[src/design/pop3cr_pkg.sv]
// Types, codes and the command name table of the POP3 command recognizer.
package pop3cr_pkg;

   // One client byte as it enters the block.
   typedef struct packed {
      logic [7:0] byte_in;
      logic       last_in_chunk;
   } req_type;

   // One result item per client byte.
   typedef struct packed {
      logic       flush;
      logic       chunk_searching;
      logic       server_update;
      logic [1:0] server_expect;
   } rsp_type;

   // Line parser state, one-hot.
   typedef enum logic [2:0] {
      ST_SEARCH = 3'b001,
      ST_FIN    = 3'b010,
      ST_ARG    = 3'b100
   } status_type;

   // Candidate command picked by the first letter of a line.
   typedef enum logic [2:0] {
      CAND_NONE = 3'd0,
      CAND_CAPA = 3'd1,
      CAND_LIST = 3'd2,
      CAND_RETR = 3'd3,
      CAND_TOP  = 3'd4,
      CAND_UIDL = 3'd5
   } cmd_type;

   // Server response classes; RESP_HAS_ARG marks a command that takes an argument.
   typedef enum logic [1:0] {
      RESP_SINGLE  = 2'd0,
      RESP_MULTI   = 2'd1,
      RESP_DATA    = 2'd2,
      RESP_HAS_ARG = 2'd3
   } resp_type;

   // ASCII characters the parser looks for.
   localparam logic [7:0] CHAR_C     = 8'h43;
   localparam logic [7:0] CHAR_L     = 8'h4C;
   localparam logic [7:0] CHAR_R     = 8'h52;
   localparam logic [7:0] CHAR_T     = 8'h54;
   localparam logic [7:0] CHAR_U     = 8'h55;
   localparam logic [7:0] CHAR_LF    = 8'h0A;
   localparam logic [7:0] CHAR_CR    = 8'h0D;
   localparam logic [7:0] CHAR_SPACE = 8'h20;
   localparam logic [7:0] CHAR_TAB   = 8'h09;
   localparam logic [7:0] CHAR_0     = 8'h30;
   localparam logic [7:0] CHAR_9     = 8'h39;
   localparam logic [7:0] CHAR_LOW_A = 8'h61;
   localparam logic [7:0] CHAR_LOW_Z = 8'h7A;
   localparam logic [7:0] CASE_DIFF  = 8'h20;

   // Command names, first letter in the low byte, unused bytes zero.
   localparam logic [31:0] NAME_CAPA = 32'h4150_4143;
   localparam logic [31:0] NAME_LIST = 32'h5453_494C;
   localparam logic [31:0] NAME_RETR = 32'h5254_4552;
   localparam logic [31:0] NAME_TOP  = 32'h0050_4F54;
   localparam logic [31:0] NAME_UIDL = 32'h4C44_4955;

   // Letter of a command name at a position; zero past the end of the name.
   function automatic logic [7:0] name_letter(input cmd_type cmd, input logic [2:0] pos);
      logic [31:0] word;
      unique case (cmd)
         CAND_CAPA: word = NAME_CAPA;
         CAND_LIST: word = NAME_LIST;
         CAND_RETR: word = NAME_RETR;
         CAND_TOP:  word = NAME_TOP;
         CAND_UIDL: word = NAME_UIDL;
         default:   word = '0;
      endcase
      if (pos[2]) begin
         return 8'h00;
      end
      return word[{pos[1:0], 3'b000} +: 8];
   endfunction

   // ASCII a-z fold to A-Z; every other byte stays as it is.
   function automatic logic [7:0] fold_upper(input logic [7:0] c);
      if (c >= CHAR_LOW_A && c <= CHAR_LOW_Z) begin
         return c - CASE_DIFF;
      end
      return c;
   endfunction

endpackage

[src/design/pop3_command_recognizer.sv]
// A byte is first taken into the input register and then moves into the result
// register, which drives the outputs; a stall on the result side holds it in place.
// Throughput: one byte per cycle unless the result side stalls; the parser state is
// updated in the same cycle the result register is loaded, so each byte sees the state
// left by the last. Reset clears both valid flags and the parser state: searching, no
// command, letter position zero, single-line class. No clearing pass is needed.
module pop3_command_recognizer
   import pop3cr_pkg::*;
(
   input  logic    clock,
   input  logic    reset,
   input  logic    req_valid,
   output logic    req_stall,
   input  req_type req_payload,
   output logic    rsp_valid,
   input  logic    rsp_stall,
   output rsp_type rsp_payload
);

   // Pipeline registers.
   logic       in_valid_ff;
   req_type    in_ff;
   logic       out_valid_ff, out_valid_in;
   rsp_type    out_ff, out_in;

   // Parser state.
   status_type status_ff, status_in;
   cmd_type    cmd_ff, cmd_in;
   logic [2:0] pos_ff, pos_in;
   resp_type   resp_ff, resp_in;

   // Decode of the registered byte.
   logic [7:0] upper;
   logic [7:0] letter;
   logic       is_lf;
   logic       is_term;
   logic       is_digit;
   logic       out_ready;
   logic       advance;
   logic       flush;
   logic       upd;
   resp_type   expect_cls;

   // Handshake: the output register frees when empty or taken; the input stage
   // moves forward whenever the output register can take its item.
   assign out_ready = !out_valid_ff || !rsp_stall;
   assign advance   = in_valid_ff && out_ready;
   assign req_stall = in_valid_ff && !out_ready;
   assign rsp_valid = out_valid_ff;
   assign rsp_payload = out_ff;

   // Character classes of the byte at the head of the pipe.
   assign upper    = fold_upper(in_ff.byte_in);
   assign letter   = name_letter(cmd_ff, pos_ff);
   assign is_lf    = (in_ff.byte_in == CHAR_LF);
   assign is_term  = (in_ff.byte_in == CHAR_SPACE) || (in_ff.byte_in == CHAR_TAB) ||
                     (in_ff.byte_in == CHAR_CR) || is_lf;
   assign is_digit = (in_ff.byte_in >= CHAR_0) && (in_ff.byte_in <= CHAR_9);

   // Command recognition and the next parser state.
   always_comb begin
      status_in  = status_ff;
      cmd_in     = cmd_ff;
      pos_in     = pos_ff;
      resp_in    = resp_ff;
      flush      = 1'b0;
      upd        = 1'b0;
      expect_cls = RESP_SINGLE;
      unique case (status_ff)
         ST_SEARCH: begin
            if (cmd_ff == CAND_NONE) begin
               // First letter of the line picks the candidate.
               unique case (upper)
                  CHAR_C: begin
                     cmd_in  = CAND_CAPA;
                     resp_in = RESP_MULTI;
                     pos_in  = 3'd1;
                  end
                  CHAR_L: begin
                     cmd_in  = CAND_LIST;
                     resp_in = RESP_HAS_ARG;
                     pos_in  = 3'd1;
                  end
                  CHAR_R: begin
                     cmd_in  = CAND_RETR;
                     resp_in = RESP_DATA;
                     pos_in  = 3'd1;
                  end
                  CHAR_T: begin
                     cmd_in  = CAND_TOP;
                     resp_in = RESP_DATA;
                     pos_in  = 3'd1;
                  end
                  CHAR_U: begin
                     cmd_in  = CAND_UIDL;
                     resp_in = RESP_HAS_ARG;
                     pos_in  = 3'd1;
                  end
                  default: begin
                     status_in = ST_FIN;
                  end
               endcase
            end else if (letter == 8'h00 && is_term) begin
               // Full name followed by a separator ends the command.
               if (resp_ff == RESP_HAS_ARG) begin
                  status_in = ST_ARG;
                  if (is_lf) begin
                     upd        = 1'b1;
                     expect_cls = RESP_MULTI;
                  end
               end else begin
                  status_in  = ST_FIN;
                  upd        = 1'b1;
                  expect_cls = resp_ff;
               end
            end else if (letter != 8'h00 && upper == letter) begin
               pos_in = pos_ff + 3'd1;
            end else begin
               status_in = ST_FIN;
            end
            flush = is_lf;
         end
         ST_ARG: begin
            // A digit argument keeps the single-line default; a bare LF asks for a list.
            if (is_lf) begin
               flush      = 1'b1;
               upd        = 1'b1;
               expect_cls = RESP_MULTI;
            end else if (is_digit) begin
               status_in = ST_FIN;
            end
         end
         default: begin
            flush = is_lf;
         end
      endcase
      // LF ends the line and re-arms the recognizer.
      if (flush) begin
         status_in = ST_SEARCH;
         cmd_in    = CAND_NONE;
         pos_in    = 3'd0;
      end
   end

   // Result item built from the decode.
   always_comb begin
      out_in.flush           = flush;
      out_in.chunk_searching = in_ff.last_in_chunk && !flush;
      out_in.server_update   = upd;
      out_in.server_expect   = expect_cls;
      out_valid_in           = advance || (out_valid_ff && rsp_stall);
   end

   // Control registers.
   always_ff @(posedge clock) begin
      if (reset) begin
         in_valid_ff  <= 1'b0;
         out_valid_ff <= 1'b0;
         status_ff    <= ST_SEARCH;
         cmd_ff       <= CAND_NONE;
         pos_ff       <= 3'd0;
         resp_ff      <= RESP_SINGLE;
      end else begin
         out_valid_ff <= out_valid_in;
         if (!req_stall) begin
            in_valid_ff <= req_valid;
         end
         if (advance) begin
            status_ff <= status_in;
            cmd_ff    <= cmd_in;
            pos_ff    <= pos_in;
            resp_ff   <= resp_in;
         end
      end
   end

   // Payload registers.
   always_ff @(posedge clock) begin
      if (req_valid && !req_stall) begin
         in_ff <= req_payload;
      end
      if (advance) begin
         out_ff <= out_in;
      end
   end

endmodule

[config.mk]
export PLATFORM = sky130hd
export DESIGN_NAME = pop3_command_recognizer
export DESIGN_NICKNAME = d
export VERILOG_FILES = /design/src/design/pop3cr_pkg.sv /design/src/design/pop3_command_recognizer.sv
export SDC_FILE = /design/constraint.sdc
export NUM_CORES = 1
export LEC_CHECK = 0
export ABC_AREA = 1
export BUFFER_PORTS_ARGS = -buffer_cell sky130_fd_sc_hd__buf_4
export CAP_MARGIN = 20
export CORE_MARGIN = 4
export CORE_UTILIZATION = 29
export CTS_CLUSTER_DIAMETER = 100
export CTS_CLUSTER_SIZE = 20
export DETAILED_ROUTE_END_ITERATION = 8
export PLACE_DENSITY = 0.49
export SLEW_MARGIN = 20
export SYNTH_ARGS = -nofsm -noshare
export SYNTH_HDL_FRONTEND = slang
export SYNTH_SLANG_ARGS = --single-unit
[constraint.sdc]
create_clock -name clock -period 5.9 [get_ports clock]
set_clock_uncertainty 0.05 [all_clocks]
set_input_delay 0.59 -clock clock [delete_from_list [all_inputs] [get_ports clock]]
set_output_delay 0.59 -clock clock [all_outputs]
set_load 0.02 [all_outputs]
==> metrics, run 1 <==
status finished, final reports clean; Setup-failing EPs final 0; drc violations 0; DR iter-0 viols between 100 and 150; root buf cell clkbuf_8; Post-DRT Antenna Nets 0; diode count 0; sequential share of power 0.554; PortBufs 19; CP Buf/Inv Count 1; layout cells sized above 1 0.187; clk buf depth 2; Die Area approximately 8000 µm²; number of placement rows 29; Slew HR 0.695; synth warn 0; reg2reg path depth 9; combinational fraction of design power 0.167; Via Count around 1.8k; cell area power density ~180 nW/µm²; Final Hold Vio Count 0; most frequent cells in the layout nand2_1, nor2_1, inv_1; Worst-Skew Late Latency between 200 and 300 ps; Via-to-Cell Ratio ~4.9; total CTS buffers 3; min-delay src req_payload[6]; crit-path leading delay family simple AND/OR/NAND/NOR gates; syn nets about 300; RSZ-0062 raised after global routing false; worst hold path class in2reg; worst vdd ir approximately 84 µV; Worst Setup SP in_ff[7]; Post-synth EDFFs 14; Layout Nets a little over 300; most common cell after layout, fill and taps aside nand2_1; I/O pin count 20; Slew @ Worst Pin ~460 ps; Post-DP HPWL roughly 3800 µm; cells along the critical path nor2_1, nand3_1, nor2_4, inv_2, a21oi_2, nand2_1, o21bai_1, a21oi_1, nor3_2; area delta synth->final 13.6%; Pre-antenna DRT Iters 4; slowest stage delay, CP 480 ps; Seq/Total Area, Yosys 0.355; hold slack 427 ps; Core Region 6390 µm²; Synth Register Bits 27; Top FF cell, synth edfxtp_1; vias in the first global route 1,736; Syn Area/Cell slightly below 7 µm²; Die W 89.3 µm; Crit. End Element register; clock transition at the registers of the reported paths roughly 100 ps; GR Overflow Total 0; post-CTS resize count 0; Crit Path Max Fanout 8; TritonCTS clock tree yes; Gate Count Post-Synth roughly 280; CP Class reg2reg; max-slew violations 0; clock net sink count 27; die height between 80 and 90 µm; unique cell type count in the Yosys netlist 34; hold depth 1; pin count of the biggest net entering global routing 16; Final period util 0.375; DR WL/cell about 13 µm; post-synth design cell area around 1900 µm²; final wirelength about 4600 µm; CP max stage cell edfxtp_1; postcts setup bufs 0; routability congestion estimate just under 0.9; Pleak between 0.9 and 1 nW; Data required, critical path 6020 ps; gr usage total 0.129; Crit path depth 9; Fmax 0.452 GHz; net switching power 0.109 mW; initial antenna violation count 0; hold_buf cts 0; min Tclk post-route ~2200 ps; initial core utilization 0.300; clock power share 0.279; Post-synth ARST share 0; Setup TNS 0 ps; H-tree depth 1; reg2reg start in_ff[7]; worst path arrival time about 2300 ps; Int Pwr 0.276 mW; Max-Cap Viols 0; switch share 0.284; global-route wire length before repair 8070 µm; Setup crit start kind register
## per-layer routing
metal  up-vias  wire length [µm]  GRT usage
li1        957                 -          -
met1       801              2210      0.175
met2        51              2010      0.206
met3        13               278     0.0203
met4         0               140     0.0514
met5         -                 0          0
## metrics by stage
stage | instances | power (mW) | worst slack [ps] | instance area [µm²] | utilization
3_3_place_gp | 367 | 0.283 | 3660 | 2130 | 0.334
5_1_grt | 371 | 0.407 | 3400 | 2180 | 0.341
2_1_floorplan | 276 | 0.261 | 3980 | 1920 | -
4_1_cts | 371 | 0.390 | 3700 | 2180 | 0.341
3_5_place_dp | 367 | 0.282 | 3720 | 2130 | 0.334
6_report | 371 | 0.385 | 3690 | 2180 | 0.341
## cells by family after synthesis
family | count (synthesis) | synth area share
compound gates | 34 | 0.108
fa+ha+maj | 3 | 0.0196
buf+inv | 41 | 0.0835
flops | 27 | 0.355
simple gates | 171 | 0.433
## synth_stat cells (all sizes together) (3+ instances only)
cell type | n | area share
edfxtp | 14 | 0.22
dfxtp | 13 | 0.14
ha | 3 | 0.020
nand3 | 33 | 0.099
nor3 | 9 | 0.026
o211ai | 3 | 0.014
o21ai | 10 | 0.026
nand2 | 79 | 0.17
nor2 | 38 | 0.099
inv | 35 | 0.069
buf | 4 | 0.010
nand4 | 10 | 0.036
a21oi | 16 | 0.048
## layout make-up
| type | instances | area, µm² |
|---|---|---|
| fillers | 686 | 4210 |
| inverters | 36 | 136 |
| clock buffers | 3 | 41.3 |
| clock inverters | 1 | 5.00 |
| flip-flops and latches | 27 | 681 |
| well taps | 77 | 96.3 |
| multi-input cells | 208 | 1080 |
| repair buffers | 19 | 143 |
## flip-flops by register name, summed over array words and instances (netlist names)
name         count
pos_ff           3
in_ff            9
in_valid_ff      1
rsp_valid        1
status_ff        3
cmd_ff           3
rsp_payload      5
resp_ff          2
## worst reg2reg max path: stages, from the launching register on
cell and delay [ps]:
edfxtp_1 480, nor2_1 200, nand3_1 170, nor2_4 260, inv_2 120, a21oi_2 260
nand2_1 150, o21bai_1 190, a21oi_1 180, nor3_2 50
## final timing paths
kind         slack, ps         to
min                430   in_ff[6]
max               3690  cmd_ff[0]
max reg2reg       3690  cmd_ff[0]
min reg2reg        430  rsp_valid
## power by group through the flow
stage / Sequential (mW) / Combinational [mW] / Clock (mW)
finish: 0.213 / 0.0643 / 0.108
global placement: 0.218 / 0.0658 / 0
global route: 0.215 / 0.0729 / 0.120
detailed placement: 0.218 / 0.0643 / 0
CTS: 0.213 / 0.0644 / 0.112
floorplan: 0.218 / 0.0429 / 0
Note: power is estimated with default switching activity, not from simulation.
==> run 2: changes to the inputs <==
--- a/config.mk
+++ b/config.mk
@@ -5,7 +5,7 @@
 export SDC_FILE = /design/constraint.sdc
 export NUM_CORES = 1
 export LEC_CHECK = 0
-export ABC_AREA = 1
+export ABC_AREA = 0
 export BUFFER_PORTS_ARGS = -buffer_cell sky130_fd_sc_hd__buf_4
 export CAP_MARGIN = 20
 export CORE_MARGIN = 4
==> constraint.sdc (replaced) <==
create_clock -name clock -period 2.1 [get_ports clock]
set_clock_uncertainty 0.05 [all_clocks]
set_input_delay 0.21 -clock clock [delete_from_list [all_inputs] [get_ports clock]]
set_output_delay 0.21 -clock clock [all_outputs]
set_load 0.02 [all_outputs]
==> run 2 against run 1 <==
The flow now finishes with violations (setup timing). Final area rose by 35%. Worst hold slack got worse by 370 ps. Flip-flop and latch count is the same. Maximum frequency is 7.5% lower. Clock power grew to 2.8 times the previous value. Global-route usage increased by 0.68 points. Core utilization up 9.5 points. Wire length rose by 20%. Via count up 7.5%. Power rose to 2.9 times the previous value. Sequential share of layout area down 8.0 points. Cell count grew 4.0%. Highest routed layer unchanged.
==> metrics, run 2 <==
I/O pin count 20 (unchanged); cell area power density 384 nW/µm² (was 177 nW/µm²); fin util 0.436 (was 0.341); CP Class reg2reg (unchanged); # fillers 668 (was 686); top-count cell post-synth nand2_1 (unchanged); routability congestion estimate 0.830 (was 0.871); Via Count 1,958 (was 1,822); post-synthesis mux area share 0.0223 (was 0); unique cell type count in the Yosys netlist 65 (was 34); syn nets 239 (was 292); Reg area 687 µm² (was 681 µm²); Total Power 1.13 mW (was 0.385 mW); Max-Cap Viols 0 (unchanged); worst hold path class in2reg (unchanged); cells along the critical path nor2_2, and2_4, or4b_4, a211oi_4, o221ai_4, mux2_4, o31ai_4 (was nor2_1, nand3_1, nor2_4, inv_2, a21oi_2, nand2_1, o21bai_1, a21oi_1, nor3_2); Slew @ Worst Pin 367 ps (was 456 ps); Core Region 6760 µm² (was 6390 µm²); synth cell count leaders nand2_1, nor2_1, edfxtp_1 (was nand2_1, nor2_1, inv_1); initial core utilization 0.299 (was 0.300); top cell type's share of synthesized area 0.208 (was 0.219); Synth Register Bits 27 (unchanged); drc violations 0 (unchanged); Top FF cell, synth edfxtp_1 (unchanged); TritonCTS clock tree yes (unchanged); min Tclk post-route 2390 ps (was 2210 ps); Crit. End Element register (unchanged); Slew HR 0.755 (was 0.695); number of placement rows 30 (was 29); adder-cell share of the synthesized area 0.0186 (was 0.0196); area delta synth->final 46.2% (was 13.6%); Pleak 1.23 nW (was 0.970 nW); slowest stage delay, CP 540 ps (was 480 ps); Post-DP HPWL 4370 µm (was 3780 µm); Crit Path Max Fanout 7 (was 8); Seq/Total Area, Yosys 0.337 (was 0.355); synth warn 0 (unchanged); area occupied by multi-input gates 1330 µm² (was 1080 µm²); post-synth design cell area 2020 µm² (was 1920 µm²); largest family of logic cells by synthesized area simple AND/OR/NAND/NOR gates (unchanged); Gate Count Post-Synth 223 (was 276); die height 91.4 µm (was 89.3 µm); Largest Register in_ff (unchanged); max reg flops 9 (unchanged); top post-synthesis cells by area edfxtp_1, dfxtp_1, nand2_1, a21oi_1, nor2_1 (was edfxtp_1, nand2_1, dfxtp_1, nand3_1, nor2_1); max-slew violations 0 (unchanged); clock net sink count 27 (unchanged); simple-gate area share of the yosys netlist 0.277 (was 0.433); Synth Area in Compound Gates 0.256 (was 0.108); Pre-antenna DRT Iters 4 (unchanged); pin count of the biggest net entering global routing 15 (was 16); worst path arrival time 2550 ps (was 2330 ps); Final period util 1.14 (was 0.375); status finished with violations (was finished, final reports clean); Syn Area/Cell 9.04 µm² (was 6.95 µm²); root buf cell clkbuf_8 (unchanged); H-tree depth 1 (unchanged); diode count 0 (unchanged); RSZ-0062 raised after global routing true (was false); Via-to-Cell Ratio 5.07 (was 4.91); initial antenna violation count 0 (unchanged); Fmax 0.418 GHz (was 0.452 GHz); hold_buf cts 0 (unchanged); Synth area leader edfxtp_1 (unchanged); global-route wire length before repair 9380 µm (was 8070 µm); most common cell after layout, fill and taps aside buf_4 (was nand2_1); clk buf depth 2 (unchanged); worst vdd ir 361 µV (was 83.7 µV); failing checks setup timing; clock transition at the registers of the reported paths 100 ps (about the same); layout cells sized above 1 0.458 (was 0.187); Post-DRT Antenna Nets 0 (unchanged); Setup-failing EPs final 12 (was 0); Layout Nets 323 (was 311); GR Overflow Total 0 (unchanged); final wirelength 5580 µm (was 4640 µm); Data required, critical path 2250 ps (was 6020 ps); Worst-Skew Late Latency 280 ps (about the same); Post-synth ARST share 0 (unchanged); vias in the first global route 1,904 (was 1,736); DR WL/cell 14.4 µm (was 12.5 µm); Synth Area in XOR/XNOR 0.0242 (was 0); setup ws final -293 ps (was 3690 ps); Post-synth EDFFs 14 (unchanged); Die Area 8350 µm² (was 7970 µm²); most frequent cells in the layout buf_4, nand2_1, nor2_1 (was nand2_1, nor2_1, inv_1); Setup crit start kind register (unchanged); PortBufs 19 (unchanged); total CTS buffers 3 (unchanged); Die W 91.4 µm (was 89.3 µm); Final Hold Vio Count 0 (unchanged); gr usage total 0.136 (was 0.129); DR iter-0 viols 88 (was 112); CP max stage cell or4b_4 (was edfxtp_1)
[run 2: cell count changes after synthesis, sizes merged, moves of 4 or more]
cell	delta
nand3	-27
nor2b	+7
buf	+10
a21oi	-4
nand2	-60
nor2	-22
inv	-24
nand2b	+4
nand4	-5
a211oi	+6
[run 2: area by class of cell]
type,instances,area share
Inverter,12,0.0153
Sequential cell,27,0.233
Timing Repair Buffer,96,0.252
Tap cell,80,0.0339
Multi-Input combinational cell,167,0.451
Clock buffer,4,0.0153
[run 2: worst paths after layout]
kind,from,to,slack [ps],cells past startpoint
worst max-delay path,in_ff[2],pos_ff[1],-290,7
worst min-delay path,req_payload[1],in_ff[1],60,1
worst max register to register,in_ff[2],pos_ff[1],-290,7
worst min register to register,status_ff[1],status_ff[1],420,2
[run 2: metrics by stage]
| step | std cells | instance area, µm² | worst slack, ps | hold slack, ps | setup TNS [ps] |
|---|---|---|---|---|---|
| 2_1_floorplan | 223 | 2040 | -259 | 259 | -1340 |
| 3_3_place_gp | 372 | 2700 | -432 | 338 | -3280 |
| 3_5_place_dp | 372 | 2700 | -366 | 340 | -3110 |
| 4_1_cts | 381 | 2830 | -274 | 55.0 | -2060 |
| 5_1_grt | 386 | 2950 | -433 | 47.0 | -4430 |
| 6_report | 386 | 2950 | -293 | 60.6 | -2780 |
[run 2: critical path: cells and delay by family (launching register included)]
kind | cells | cell delay [ps]
muxes | 1 | 340
and+or+nand+nor | 3 | 800
AOI/OAI and AO/OA | 3 | 600
DFF | 1 | 520
[run 2: layer usage]
| layer | GRT usage | vias to the layer above | part of all wire |
|---|---|---|---|
| met3 | 0.0207 | 10 | 0.019 |
| met1 | 0.182 | 930 | 0.47 |
| met2 | 0.229 | 23 | 0.49 |
| li1 | - | 995 | - |
| met5 | 0 | - | 0 |
| met4 | 0.0339 | 0 | 0.018 |
[run 2: cell families after synthesis]
group           after synthesis
simple gates                 97
compound gates               59
buf+inv                      29
flops                        27
xor+xnor                      4
mux                           4
fa+ha+maj                     3
[run 2: where the power goes]
part	internal (mW)	switching, mW
clock	0.136	0.162
sequential	0.575	0.0166
combinational	0.126	0.117
total	0.837	0.296
[run 2: what timing repair did]
| item | CTS | global route |
|---|---|---|
| endpoints found under the setup margin | 13 | 14 |
| resized for setup | 15 | 17 |
| pin swaps | 5 | 11 |
| setup buffers | 5 | 5 |
